===== config.mk =====
export PLATFORM = sky130hd
export DESIGN_NAME = rmlat_walk
export DESIGN_NICKNAME = d
export VERILOG_FILES = /design/src/hw/rtl/rmlat_pkg.sv /design/src/hw/rtl/rmlat_walk.sv
export SDC_FILE = /design/constraint.sdc
export NUM_CORES = 1
export LEC_CHECK = 0
export BUFFER_PORTS_ARGS = -buffer_cell sky130_fd_sc_hd__buf_2
export CORE_AREA = 2 2 236 238
export CTS_CLUSTER_DIAMETER = 150
export DETAILED_ROUTE_END_ITERATION = 10
export DIE_AREA = 0 0 238 240
export HOLD_SLACK_MARGIN = 0.03
export PLACE_DENSITY = 0.71
export SYNTH_ARGS = -nofsm -noshare
export SYNTH_HDL_FRONTEND = slang
export SYNTH_SLANG_ARGS = --single-unit

===== constraint.sdc =====
create_clock -name clk -period 11.2 [get_ports clk]
set_clock_uncertainty 0.15 [all_clocks]
set_input_delay 1.68 -clock clk [delete_from_list [all_inputs] [get_ports clk]]
set_output_delay 1.68 -clock clk [all_outputs]
set_load 0.02 [all_outputs]

===== src/hw/rtl/rmlat_pkg.sv =====
// ---------------------------------------------------------------------------
// rmlat_pkg
// Shared types and constants for the range-minimum lazy-add tree unit.
// ---------------------------------------------------------------------------
package rmlat_pkg;

	// Field widths fixed by the item format
	localparam int SIZE_W  = 11;
	localparam int INDEX_W = 10;
	localparam int VALUE_W = 32;

	localparam logic [SIZE_W-1:0] SIZE_RESET = 11'd1024;

	// Action codes
	typedef logic [1:0] action_t;
	localparam action_t ACT_SET   = 2'd0;
	localparam action_t ACT_ADD   = 2'd1;
	localparam action_t ACT_QUERY = 2'd2;

	// Status codes
	localparam logic ST_DONE = 1'b0;
	localparam logic ST_BAD  = 1'b1;

	localparam logic [VALUE_W-1:0] VALUE_MAX = 32'h7FFF_FFFF;

	typedef struct packed {
		action_t                    action;
		logic [INDEX_W-1:0]         index_low;
		logic [INDEX_W-1:0]         index_high;
		logic signed [VALUE_W-1:0]  operand;
	} in_item_t;

	typedef struct packed {
		logic signed [VALUE_W-1:0]  minimum;
		logic                       status;
	} out_item_t;

	// Node store access controls
	typedef struct packed {
		logic rd;
		logic wr_min;
		logic wr_pend;
	} mem_ctl_t;

	// Tree walk sequencer states
	typedef enum logic [3:0] {
		WK_IDLE,
		WK_ENTER,
		WK_CV_RD,
		WK_CV_WR,
		WK_Q_ACC,
		WK_PD_RD,
		WK_PD_WAIT,
		WK_PD_L,
		WK_PD_R,
		WK_DESC,
		WK_RET,
		WK_PU_RL,
		WK_PU_RR,
		WK_PU_W,
		WK_DONE
	} walk_state_t;

	// Signed minimum, keeping the second operand on a tie
	function automatic logic [VALUE_W-1:0] smaller(input logic [VALUE_W-1:0] a,
		input logic [VALUE_W-1:0] b);
		return ($signed(a) < $signed(b)) ? a : b;
	endfunction

endpackage


===== src/hw/rtl/rmlat_walk.sv =====
// ---------------------------------------------------------------------------
// rmlat_walk
// Tree walk sequencer: depth-first walk with a range stack, lazy push-down,
// pull-up of child minima and query accumulation against the node store.
// ---------------------------------------------------------------------------
module rmlat_walk #(
	parameter int LEAVES = 1024,
	localparam int IW = $clog2(LEAVES),
	localparam int NW = IW + 1
) (
	input  logic                 clk,
	input  logic                 arst_n,
	input  logic                 start,
	input  rmlat_pkg::action_t   action,
	input  logic [IW-1:0]        first,
	input  logic [IW-1:0]        last,
	input  logic [31:0]          value,
	input  logic [IW-1:0]        root_hi,
	output logic                 busy,
	output logic                 done,
	output logic [31:0]          minimum,
	output rmlat_pkg::mem_ctl_t  ctl,
	output logic [NW-1:0]        rd_addr,
	output logic [NW-1:0]        wr_addr,
	output logic [31:0]          wr_min,
	output logic [31:0]          wr_pend,
	input  logic [31:0]          rd_min,
	input  logic [31:0]          rd_pend
);
	import rmlat_pkg::*;

	localparam int LV = IW + 1;
	localparam int DW = $clog2(LV);

	walk_state_t   state_q, state_d;
	action_t       act_q;
	logic [IW-1:0] a_q, b_q;
	logic [31:0]   v_q, p_q, lmin_q, acc_q;
	logic [NW-1:0] n_q;
	logic [DW-1:0] d_q;
	logic [IW-1:0] lo_stk_q [LV];
	logic [IW-1:0] hi_stk_q [LV];

	logic [IW-1:0] cur_lo, cur_hi, cur_mid;
	logic [DW-1:0] pd;
	logic [IW-1:0] par_hi, par_mid;
	logic [NW-1:0] left_n, right_n;
	logic          leaf, covered, lleaf, rleaf, go_right;

	// Node geometry
	always_comb begin
		cur_lo   = lo_stk_q[d_q];
		cur_hi   = hi_stk_q[d_q];
		cur_mid  = cur_lo + ((cur_hi - cur_lo) >> 1);
		pd       = (d_q == '0) ? '0 : d_q - 1'b1;
		par_hi   = hi_stk_q[pd];
		par_mid  = lo_stk_q[pd] + ((hi_stk_q[pd] - lo_stk_q[pd]) >> 1);
		left_n   = {n_q[NW-2:0], 1'b0};
		right_n  = {n_q[NW-2:0], 1'b1};
		leaf     = (cur_lo == cur_hi);
		covered  = (a_q <= cur_lo) && (cur_hi <= b_q);
		lleaf    = (cur_lo == cur_mid);
		rleaf    = ((cur_hi - cur_mid) == IW'(1));
		go_right = !n_q[0] && (act_q != ACT_SET) && (b_q > par_mid);
	end

	// Next state
	always_comb begin
		state_d = state_q;
		case (state_q)
			WK_IDLE:    if (start) state_d = WK_ENTER;
			WK_ENTER: begin
				if (act_q == ACT_SET)
					state_d = leaf ? WK_RET : WK_PD_RD;
				else
					state_d = covered ? WK_CV_RD : WK_PD_RD;
			end
			WK_CV_RD:   state_d = (act_q == ACT_ADD) ? WK_CV_WR : WK_Q_ACC;
			WK_CV_WR:   state_d = WK_RET;
			WK_Q_ACC:   state_d = WK_RET;
			WK_PD_RD:   state_d = WK_PD_WAIT;
			WK_PD_WAIT: state_d = (rd_pend == '0) ? WK_DESC : WK_PD_L;
			WK_PD_L:    state_d = WK_PD_R;
			WK_PD_R:    state_d = WK_DESC;
			WK_DESC:    state_d = WK_ENTER;
			WK_RET: begin
				if (d_q == '0)
					state_d = WK_DONE;
				else if (go_right)
					state_d = WK_ENTER;
				else if (act_q == ACT_QUERY)
					state_d = WK_RET;
				else
					state_d = WK_PU_RL;
			end
			WK_PU_RL:   state_d = WK_PU_RR;
			WK_PU_RR:   state_d = WK_PU_W;
			WK_PU_W:    state_d = WK_RET;
			WK_DONE:    state_d = WK_IDLE;
			default:    state_d = WK_IDLE;
		endcase
	end

	// Store accesses
	always_comb begin
		ctl     = '0;
		rd_addr = n_q;
		wr_addr = n_q;
		wr_min  = rd_min;
		wr_pend = rd_pend;
		case (state_q)
			WK_ENTER: begin
				if (act_q == ACT_SET && leaf) begin
					ctl.wr_min = 1'b1;
					wr_min     = v_q;
				end
			end
			WK_CV_RD, WK_PD_RD: ctl.rd = 1'b1;
			WK_CV_WR: begin
				ctl.wr_min  = 1'b1;
				ctl.wr_pend = 1'b1;
				wr_min      = rd_min + v_q;
				wr_pend     = rd_pend + (leaf ? 32'd0 : v_q);
			end
			WK_PD_WAIT: begin
				if (rd_pend != '0) begin
					ctl.wr_pend = 1'b1;
					wr_pend     = '0;
					ctl.rd      = 1'b1;
					rd_addr     = left_n;
				end
			end
			WK_PD_L: begin
				ctl.wr_min  = 1'b1;
				ctl.wr_pend = 1'b1;
				wr_addr     = left_n;
				wr_min      = rd_min + p_q;
				wr_pend     = rd_pend + (lleaf ? 32'd0 : p_q);
				ctl.rd      = 1'b1;
				rd_addr     = right_n;
			end
			WK_PD_R: begin
				ctl.wr_min  = 1'b1;
				ctl.wr_pend = 1'b1;
				wr_addr     = right_n;
				wr_min      = rd_min + p_q;
				wr_pend     = rd_pend + (rleaf ? 32'd0 : p_q);
			end
			WK_PU_RL: begin
				ctl.rd  = 1'b1;
				rd_addr = left_n;
			end
			WK_PU_RR: begin
				ctl.rd  = 1'b1;
				rd_addr = right_n;
			end
			WK_PU_W: begin
				ctl.wr_min = 1'b1;
				wr_min     = smaller(lmin_q, rd_min);
			end
			default: ;
		endcase
	end

	// Sequencer and walk registers
	always_ff @(posedge clk or negedge arst_n) begin
		if (!arst_n) begin
			state_q <= WK_IDLE;
			d_q     <= '0;
		end else begin
			state_q <= state_d;
			if (state_q == WK_IDLE && start)
				d_q <= '0;
			else if (state_q == WK_DESC)
				d_q <= d_q + 1'b1;
			else if (state_q == WK_RET && d_q != '0 && !go_right)
				d_q <= pd;
		end
	end

	always_ff @(posedge clk) begin
		case (state_q)
			WK_IDLE: begin
				if (start) begin
					act_q       <= action;
					a_q         <= first;
					b_q         <= last;
					v_q         <= value;
					n_q         <= NW'(1);
					acc_q       <= VALUE_MAX;
					lo_stk_q[0] <= '0;
					hi_stk_q[0] <= root_hi;
				end
			end
			WK_PD_WAIT: p_q    <= rd_pend;
			WK_PU_RR:   lmin_q <= rd_min;
			WK_Q_ACC:   acc_q  <= smaller(acc_q, rd_min);
			WK_DESC: begin
				if (a_q <= cur_mid) begin
					lo_stk_q[d_q + 1'b1] <= cur_lo;
					hi_stk_q[d_q + 1'b1] <= cur_mid;
					n_q                  <= left_n;
				end else begin
					lo_stk_q[d_q + 1'b1] <= cur_mid + 1'b1;
					hi_stk_q[d_q + 1'b1] <= cur_hi;
					n_q                  <= right_n;
				end
			end
			WK_RET: begin
				if (d_q != '0) begin
					if (go_right) begin
						n_q           <= {n_q[NW-1:1], 1'b1};
						lo_stk_q[d_q] <= par_mid + 1'b1;
						hi_stk_q[d_q] <= par_hi;
					end else begin
						n_q <= {1'b0, n_q[NW-1:1]};
					end
				end
			end
			default: ;
		endcase
	end

	assign busy    = (state_q != WK_IDLE);
	assign done    = (state_q == WK_DONE);
	assign minimum = (act_q == ACT_QUERY) ? acc_q : '0;

	// Checks
	a_depth: assert property (@(posedge clk) disable iff (!arst_n)
		busy |-> (int'(d_q) < LV))
		else $error("walk stack overrun");
	a_overlap: assert property (@(posedge clk) disable iff (!arst_n)
		(state_q == WK_ENTER && act_q != ACT_SET) |-> !(b_q < cur_lo || a_q > cur_hi))
		else $error("walk entered a node outside the range");
	a_set_path: assert property (@(posedge clk) disable iff (!arst_n)
		(state_q == WK_ENTER && act_q == ACT_SET) |-> (a_q >= cur_lo && a_q <= cur_hi))
		else $error("set walk left the entry path");
	a_push_order: assert property (@(posedge clk) disable iff (!arst_n)
		(state_q == WK_PD_L) |-> ($past(state_q) == WK_PD_WAIT))
		else $error("push-down write without pending read");

endmodule


=== Yosys cells after proc, flatten, opt, wreduce, memory -nomap -nowiden ===
Memory sizes are Yosys's and may differ from the RTL's.
Cells that the tools add are included.

* Add/subtract/negate cells: 14
* Multiply operators: 0
* Divide/modulo/power cells: 0
* $lt $le $gt $ge: 6
* Eq/ne operators: 23
* Shifts and indexed selects: 0
* Multiplexer cells: 66
* Bitwise operators: 2
* Reduce and logical (&&, ||, !) cells: 34

{| class="wikitable"
|+ Operator list
! cell !! number
|-
| 2-to-1 mux 32 bit || 9
|-
| one-hot mux 32 bit (4 select lines) || 2
|-
| adder 32 bit || 5
|-
| one-hot mux 11 bit (3 select lines) || 2
|-
| less-than comparator 32 bit || 2
|-
| one-hot mux 32 bit (2 select lines) || 1
|-
| 2-to-1 mux 10 bit || 6
|-
| 2-to-1 mux 4 bit || 14
|-
| one-hot mux 4 bit (12 select lines) || 1
|-
| 2-to-1 mux 11 bit || 4
|-
| OR reduction 10 bit || 4
|-
| logical NOT 32 bit || 1
|-
| nonzero test 32 bit || 1
|-
| less-or-equal comparator 10 bit || 3
|-
| subtractor 10 bit || 3
|-
| == test 4 bit (second input constant) || 7
|-
| one-hot mux 11 bit (2 select lines) || 1
|-
| 2-to-1 mux 1 bit || 21
|-
| adder 10 x 1 -> 10 bit (second input constant) || 2
|-
| adder 10 x 9 -> 10 bit || 2
|-
| == test 10 bit || 2
|-
| == test 4 x 3 -> 1 bit (second input constant) || 4
|-
| == test 10 x 1 -> 1 bit (second input constant) || 1
|-
| greater-than comparator 10 bit || 1
|-
| other kinds (25) || 46
|}

* Register bits after elaboration: 169
* Bits in latches: 0
* Bits in writable memories: 220
* ROM bits: 0
* Input port bits: 131
* Memories kept: 2

{| class="wikitable"
|+ Memories
! memory !! words !! width !! rd ports !! clocked after Yosys merged registers in !! wr ports !! RTL line !! source
|-
| hi_stk_q || 11 || 10 || 2 || 0 || 1 || rmlat_walk.sv:42 || <nowiki>logic [IW-1:0] hi_stk_q [LV];</nowiki>
|-
| lo_stk_q || 11 || 10 || 2 || 0 || 1 || rmlat_walk.sv:41 || <nowiki>logic [IW-1:0] lo_stk_q [LV];</nowiki>
|}

=== Logic depth before layout (Yosys ltp) ===
Gate-level depths: netlist of run 1.
An unclocked memory read counts as a cell.

* Word-level depth: 13
* Depth in mapped cells: 49

=== Worst setup path after synthesis of run 1 ===
Ideal clock, no wire load.

* Kind: register to output
* Start: register d_q[0]
* End: output wr_pend[28]
* Data arrival time: 10.030 ns
* Slack: -0.660 ns
* Stages on the path, launching flop included: 47
* Path buffers: 7
* Cell sequence: dfrtp_1 > buf_6 > buf_6 > buf_4 > buf_6 > clkbuf_1 > buf_2 > mux4_2 > nand2_1 > a21oi_1 > a21oi_1 > inv_1 > ha_1 > nor2b_1 > o21ai_0 > nand2b_1 > xor2_1 > ha_1 > (+11 left out) > a21oi_1 > a2111oi_2 > a21oi_1 > clkbuf_1 > and2_1 > ha_1 > fa_1 > a21o_1 > a21oi_1 > o21bai_1 > o21ai_0 > a31oi_1 > a211o_1 > a31o_2 > a221oi_1 > o21ai_0 > or2_2 > a32o_1

* Word-level cells in the longest chain between the ends: 8

{| class="wikitable"
|+ RTL lines
! what !! RTL line !! source
|-
| from (decl) || rmlat_walk.sv:40 || <nowiki>logic [DW-1:0] d_q;</nowiki>
|-
| from (signal assigned) || rmlat_walk.sv:175 || <nowiki>d_q <= d_q + 1'b1;</nowiki>
|-
| from (signal assigned) || rmlat_walk.sv:177 || <nowiki>d_q <= pd;</nowiki>
|-
| memory read (11 x 10 bit) (on tied branches) || n/a ||
|-
| subtractor 10 bit || rmlat_walk.sv:54 || <nowiki>cur_mid = cur_lo + ((cur_hi - cur_lo) >> 1);</nowiki>
|-
| adder 10 x 9 -> 10 bit || rmlat_walk.sv:54 ||
|-
| subtractor 10 bit || rmlat_walk.sv:63 || <nowiki>rleaf = ((cur_hi - cur_mid) == IW'(1));</nowiki>
|-
| == test 10 x 1 -> 1 bit || rmlat_walk.sv:63 ||
|-
| 2-to-1 mux 32 bit || rmlat_walk.sv:147 || <nowiki>wr_pend = rd_pend + (rleaf ? 32'd0 : p_q);</nowiki>
|-
| adder 32 bit || rmlat_walk.sv:147 ||
|-
| one-hot mux 32 bit (4 select lines) (*) || rmlat_walk.sv:111 || <nowiki>case (state_q)</nowiki>
|-
| to (decl) || rmlat_walk.sv:26 || <nowiki>output logic [31:0] wr_pend,</nowiki>
|}

Mark *: on every way between the ends. The rest lies on a longest branch, timed or not.

=== Worst setup path after layout of run 1 ===
Ends and elaborated chain as after synthesis.

==> run_results.csv, run 1 <==
group,metric,value,unit
clock_tree,path_clk_slew,0.06,ns
synth,async_flop_share,2.06,%
die,ios,254,
worst_setup_path,criticalPathCategory,"reg2out",
placed_design,numPortBuffers,253,
global_routing,grt_first_pass_wirelength,135,mm
worst_setup_path,required,9.37,ns
die,die_h,240,um
clock_tree,cts_tree,"done",
synth,avgSynthCellArea,10.7,um^2
global_routing,grt_pass1_vias,21870,
worst_setup_path,path_buf_inv,8,
synth,synth_seq_cells,389,
run,maxCapViolCount,0,
worst_setup_path,critPathLaunchType,"register",
timing,rsz0062_at_grt,"yes",
placed_design,routabilityCongestion,1.01,
finish,nNetsFinal,3251,
global_routing,grtUsageTotal,31.5,%
route,post-route-drc-count,0,
worst_setup_path,crit_path_end_kind,"output port",
synth,ys_types,90,
die,die-area,0.0571,mm^2
global_routing,overflow,0,
worst_setup_path,cp_data_arrival_time,9.24,ns
synth,synth_edf_count,381,
synth,ys.flop_type,"edfxtp_1",
worst_setup_path,worst_path_max_delay_cell,"mux4_2",
clock_tree,ctsHtreeMaxLevel,2,
timing,min_period_over_period,98.8,%
worst_setup_path,path_delay_family,"compound AO/OA/AOI/OAI gates",
synth,synth_warnings,0,
synth,syn_nets,2887,
finish,area_growth,19.6,%
worst_hold_path,worst_hold_path_type,"reg2reg",
finish,layout-drive-gt1-share,26.4,%
clock_tree,cts_root_buffer,"clkbuf_16",
route,wl,92.2,mm
clock_tree,cts.sinks,389,
finish,nFillCells,4454,
route,first_pass_iters,6,
synth,synth_top_cell_by_area,"edfxtp_1",
synth,synth_area_leaders,"edfxtp_1 42%, ha_1 9.5%, mux4_2 4.6%",
route,drtIter0Drc,2285,
worst_setup_path,cpPeakStageDelay,0.51,ns
finish,multi_input_area,0.0151,mm^2
clock_tree,cts_buffers,46,
placed_design,dp_hpwl,69.2,mm
timing,slew_violations,0,
clock_tree,cts_buffer_depth,3,
timing,slew_headroom,9.32,%
run_status,status,"complete, no violations",
timing,final-hold-violation-count,0,
synth,synth-seq-area-share,42.9,%
route,routed_via_density,6.28,
route,avgRoutedWirePerCell,25.2,um
global_routing,grt_start_max_net_pins,43,
finish,seq_area,0.0116,mm^2
timing,worstMarginPinSlew,1.35,ns
timing,whs,0.503,ns
route,drtAntennaViolNets,0,
synth,netlist.area_leader.share,42.2,%
die,die_x,238,um
die,coreArea,0.0547,mm^2
route,vias,22975,
timing,min_period,11.07,ns
synth,syn_area,0.0271,mm^2
global_routing,antenna_found_initial,19,
timing,fmax,90.3,MHz
timing,finalSetupViolCount,0,
die,rows,86,
worst_setup_path,crit_fanout,7,
clock_tree,clk-insertion-delay-late,0.62,ns
die,start_util,49.6,%
synth,syn_inst,2542,
clock_tree,holdBufCountCts,0,
## layout make-up
cell class,instances,area share [%]
Clock buffer,50,3.59
Timing Repair Buffer,438,8.80
Clock inverter,35,1.03
Tap cell,704,2.71
Antenna cell,13,0.100
Multi-Input combinational cell,1913,46.5
Sequential cell,389,35.9
Inverter,118,1.37
## cells in the final DEF, fill, tap and decap left out, drive strengths merged, types with 28 or more instances in the layout
master  count
a21o       74
o21a       36
inv       118
a21oi     169
buf       436
nand3      56
xor2       45
and2       69
nand2     211
o211ai     36
nor3       28
mux2i      88
o22ai      40
clkbuf     50
edfxtp    381
mux2       75
ha        207
nor2      137
mux4       55
xnor2      70
o21ai     189
## routing by layer
layer,routed length [um],GRT usage (%),up-vias,share of wire [%]
met5,0,0,-,0
met4,3250,11.4,0,3.5
met3,9000,5.81,195,9.8
met2,41500,48.8,1215,45
met1,38500,44.2,11177,42
li1,-,-,10388,-
## worst reg2reg max path: cells and delay by family, from the launching register on
| kind | cells | cell delay [ns] |
|---|---|---|
| AOI/OAI and AO/OA | 11 | 2.92 |
| adders and majority gates | 4 | 1.48 |
| muxes | 1 | 0.35 |
| and+or+nand+nor | 6 | 2.29 |
| buffers and inverters | 9 | 2.14 |
| xor gates and xnor gates | 2 | 0.63 |
| DFF | 1 | 0.52 |
## synthesized netlist by cell type (all sizes together) (21+ instances only)
cell type and count:
buf 36, nand2 211, a21o 74, mux2 75
nor3 28, and2 69, nand3 56, mux2i 88
nor2 137, inv 117, a31oi 21, a211oi 25
nand4 23, a21oi 169, ha 207, clkbuf 86
o21a 36, edfxtp 381, o22ai 40, o211ai 36
mux4 55, xor2 45, o21ai 189, xnor2 70
nand2b 27, nor2b 26
## sequential cells by signal (all words and copies together) (netlist names)
register,count
d_q,4
hi_stk_q,110
lo_stk_q,110
a_q,10
p_q,32
n_q,11
acc_q,32
v_q,32
lmin_q,32
b_q,10
act_q,2
state_q,4
## stage by stage
stage	util (%)	instances	instance area, um^2	setup slack [ns]	TNS, ns
after CTS	58.3	3619	31900	0.00122	0
after global routing	59.4	3658	32400	-0.157	-0.721
final	59.4	3660	32500	0.131	0
after detailed placement	54.9	3519	30000	-0.0733	-0.0733
after floorplan	-	2542	27200	0.0279	0
after global placement	54.9	3519	30000	0.0265	0
## path summary, 6_finish.rpt
| kind | end | slack, ns | cells past startpoint | start |
|---|---|---|---|---|
| max | wr_pend[28] | 0.13 | 45 | d_q[0]$_DFFE_PN0P_ |
| max reg2reg | lo_stk_q[0][0]$_DFFE_PP_ | 0.40 | 33 | d_q[0]$_DFFE_PN0P_ |
| max in group asynchronous | d_q[0]$_DFFE_PN0P_ | 9.86 | 1 | arst_n |
| min | n_q[9]$_DFFE_PP_ | 0.50 | 1 | n_q[10]$_DFFE_PP_ |
| min in group asynchronous | d_q[3]$_DFFE_PN0P_ | 0.79 | 1 | arst_n |
| min reg2reg | n_q[9]$_DFFE_PP_ | 0.50 | 1 | n_q[10]$_DFFE_PP_ |
## repair_timing
action | CTS | global route
setup endpoints to repair | 12 | 10
resized for setup | 44 | 76
gates cloned | 2 | 0
setup buffers | 13 | 28
pin swaps | 14 | 63
## cells by family after synthesis
kind of cell	Yosys count	synth area share, %
AND/OR/NAND/NOR	646	11.5
adder cells (fa/ha/maj)	220	10.3
buffers and inverters	240	3.68
AO/OA/AOI/OAI	713	16.8
flip-flops	389	42.9
multiplexers	218	11.0
XOR/XNOR	116	3.85
Power of run 1 is not shown: default switching activity piles up to over one toggle a cycle in this logic, so the estimate is an artifact.
==> run 2: changes to the inputs <==
Settings changed: PLACE_DENSITY 0.71 to 0.82.
==> run_results.csv, run 2 (synthesized netlist as in run 1, its figures left out) <==
group,metric,value,unit
run_status,status,"complete, no violations",
worst_setup_path,path_buf_inv,5,
die,rows,86,
route,vias,23892,
worst_setup_path,r2r-start,"d_q[1]$_DFFE_PN0P_",
timing,whs,0.493,ns
timing,slew_headroom,17.3,%
clock_tree,cts_buffers,42,
route,wl,91.1,mm
worst_setup_path,criticalPathCategory,"reg2out",
worst_setup_path,reg2reg_depth,32,
worst_setup_path,crit_path_end_kind,"output port",
finish,nFillCells,4357,
timing,slew_violations,0,
clock_tree,holdBufCountCts,0,
global_routing,grt_start_max_net_pins,55,
route,first_pass_iters,6,
global_routing,antenna_found_initial,17,
finish,final_common_cell,"edfxtp_1",
placed_design,routabilityCongestion,1.01,
clock_tree,cts_buffer_depth,3,
finish,reg_top3,"hi_stk_q (110), lo_stk_q (110)",
clock_tree,clk-insertion-delay-late,0.61,ns
route,post-route-drc-count,0,
worst_hold_path,worstHoldEndpoint,"n_q[9]$_DFFE_PP_",
route,routed_via_density,6.58,
route,avgRoutedWirePerCell,25.1,um
clock_tree,cts_root_buffer,"clkbuf_16",
clock_tree,cts_tree,"done",
global_routing,grt_first_pass_wirelength,134,mm
timing,finalSetupTns,0,ns
worst_setup_path,path_delay_family,"compound AO/OA/AOI/OAI gates",
worst_setup_path,cp_data_arrival_time,9.25,ns
finish,layout-drive-gt1-share,25.3,%
clock_tree,path_clk_slew,0.06,ns
placed_design,dp_hpwl,66.3,mm
timing,final-hold-violation-count,0,
clock_tree,ctsHtreeMaxLevel,2,
worst_setup_path,required,9.37,ns
global_routing,overflow,0,
timing,worstMarginPinSlew,1.24,ns
die,ios,254,
die,die_x,238,um
finish,area_growth,18.2,%
worst_setup_path,critPathLaunchType,"register",
route,drtIter0Drc,2971,
worst_setup_path,cpPeakStageDelay,0.55,ns
die,start_util,49.6,%
timing,finalSetupViolCount,0,
worst_hold_path,min_from,"n_q[10]$_DFFE_PP_",
timing,min_period,11.08,ns
die,die-area,0.0571,mm^2
worst_hold_path,min_path_cells,1,
run,maxCapViolCount,0,
die,coreArea,0.0547,mm^2
finish,layout_common_cells,"381 x edfxtp_1, 252 x buf_2, 207 x nand2_1",
global_routing,grt_pass1_vias,22725,
route,drtAntennaViolNets,0,
die,die_h,240,um
placed_design,numPortBuffers,253,
finish,multi_input_area,0.0151,mm^2
worst_setup_path,worst_path_max_delay_cell,"or4b_1",
finish,nNetsFinal,3219,
finish,seq_area,0.0116,mm^2
global_routing,grtUsageTotal,30.6,%
timing,min_period_over_period,99.0,%
worst_setup_path,r2r-end,"lo_stk_q[2][7]$_DFFE_PP_",
worst_setup_path,r2r_slack,1.17,ns
worst_hold_path,worst_hold_path_type,"reg2reg",
worst_setup_path,crit_fanout,12,
clock_tree,cts.sinks,389,
timing,fmax,90.2,MHz
## run 2: layout make-up
| type | instances | share of cell area [%] |
|---|---|---|
| antenna | 22 | 0.172 |
| clock buffer | 49 | 3.36 |
| sequential | 389 | 36.3 |
| timing repair buffer | 410 | 8.06 |
| tap | 704 | 2.75 |
| inverter | 118 | 1.38 |
| clock inverter | 26 | 0.874 |
| multi-input combinational | 1913 | 47.1 |
## run 2: stage by stage
step           std cells  setup slack (ns)  utilization, %  instance area, um^2
6_report            3631             0.116            58.7                32100
5_1_grt             3625            -0.235            58.6                32100
4_1_cts             3587          0.000674            57.5                31400
3_5_place_dp        3497            -0.111            54.6                29800
3_3_place_gp        3497             0.201            54.6                29800
2_1_floorplan       2542            0.0279               -                27200
## run 2: worst max path at each step
stage / from / to / slack (ns) / depth (start not counted)
3_3_place_gp: d_q[0]$_DFFE_PN0P_ / wr_pend[31] / 0.20 / 40
4_1_cts: d_q[0]$_DFFE_PN0P_ / wr_pend[28] / 0.0007 / 41
3_5_place_dp: d_q[0]$_DFFE_PN0P_ / wr_pend[31] / -0.11 / 44
5_1_grt: d_q[0]$_DFFE_PN0P_ / wr_pend[31] / -0.24 / 44
2_1_floorplan: d_q[0]$_DFFE_PN0P_ / wr_pend[28] / 0.03 / 48
6_report: d_q[0]$_DFFE_PN0P_ / wr_pend[31] / 0.12 / 39
## run 2: worst register-to-register path: cells and delay by family (launching register included)
family / cells / cell delay [ns]
buffers and inverters: 3 / 0.83
XOR/XNOR: 1 / 0.22
AO/OA/AOI/OAI: 13 / 3.11
flip-flops: 1 / 0.61
adder cells (fa/ha/maj): 4 / 1.53
AND/OR/NAND/NOR: 11 / 3.23
## run 2: repair_timing
item	4_1_cts	5_1_grt
setup endpoints to repair	12	11
buffers inserted	16	21
pin swaps	10	45
resized for setup	37	81
cloned	0	1
## run 2: per-layer routing
layer	track usage (%)	share of wire (%)	up-vias
met5	0	0	-
met4	16.0	6.4	0
met3	6.93	11	379
met2	48.5	45	1706
met1	39.2	37	11472
li1	-	-	10335
Power of run 2 is left out for the same reason.
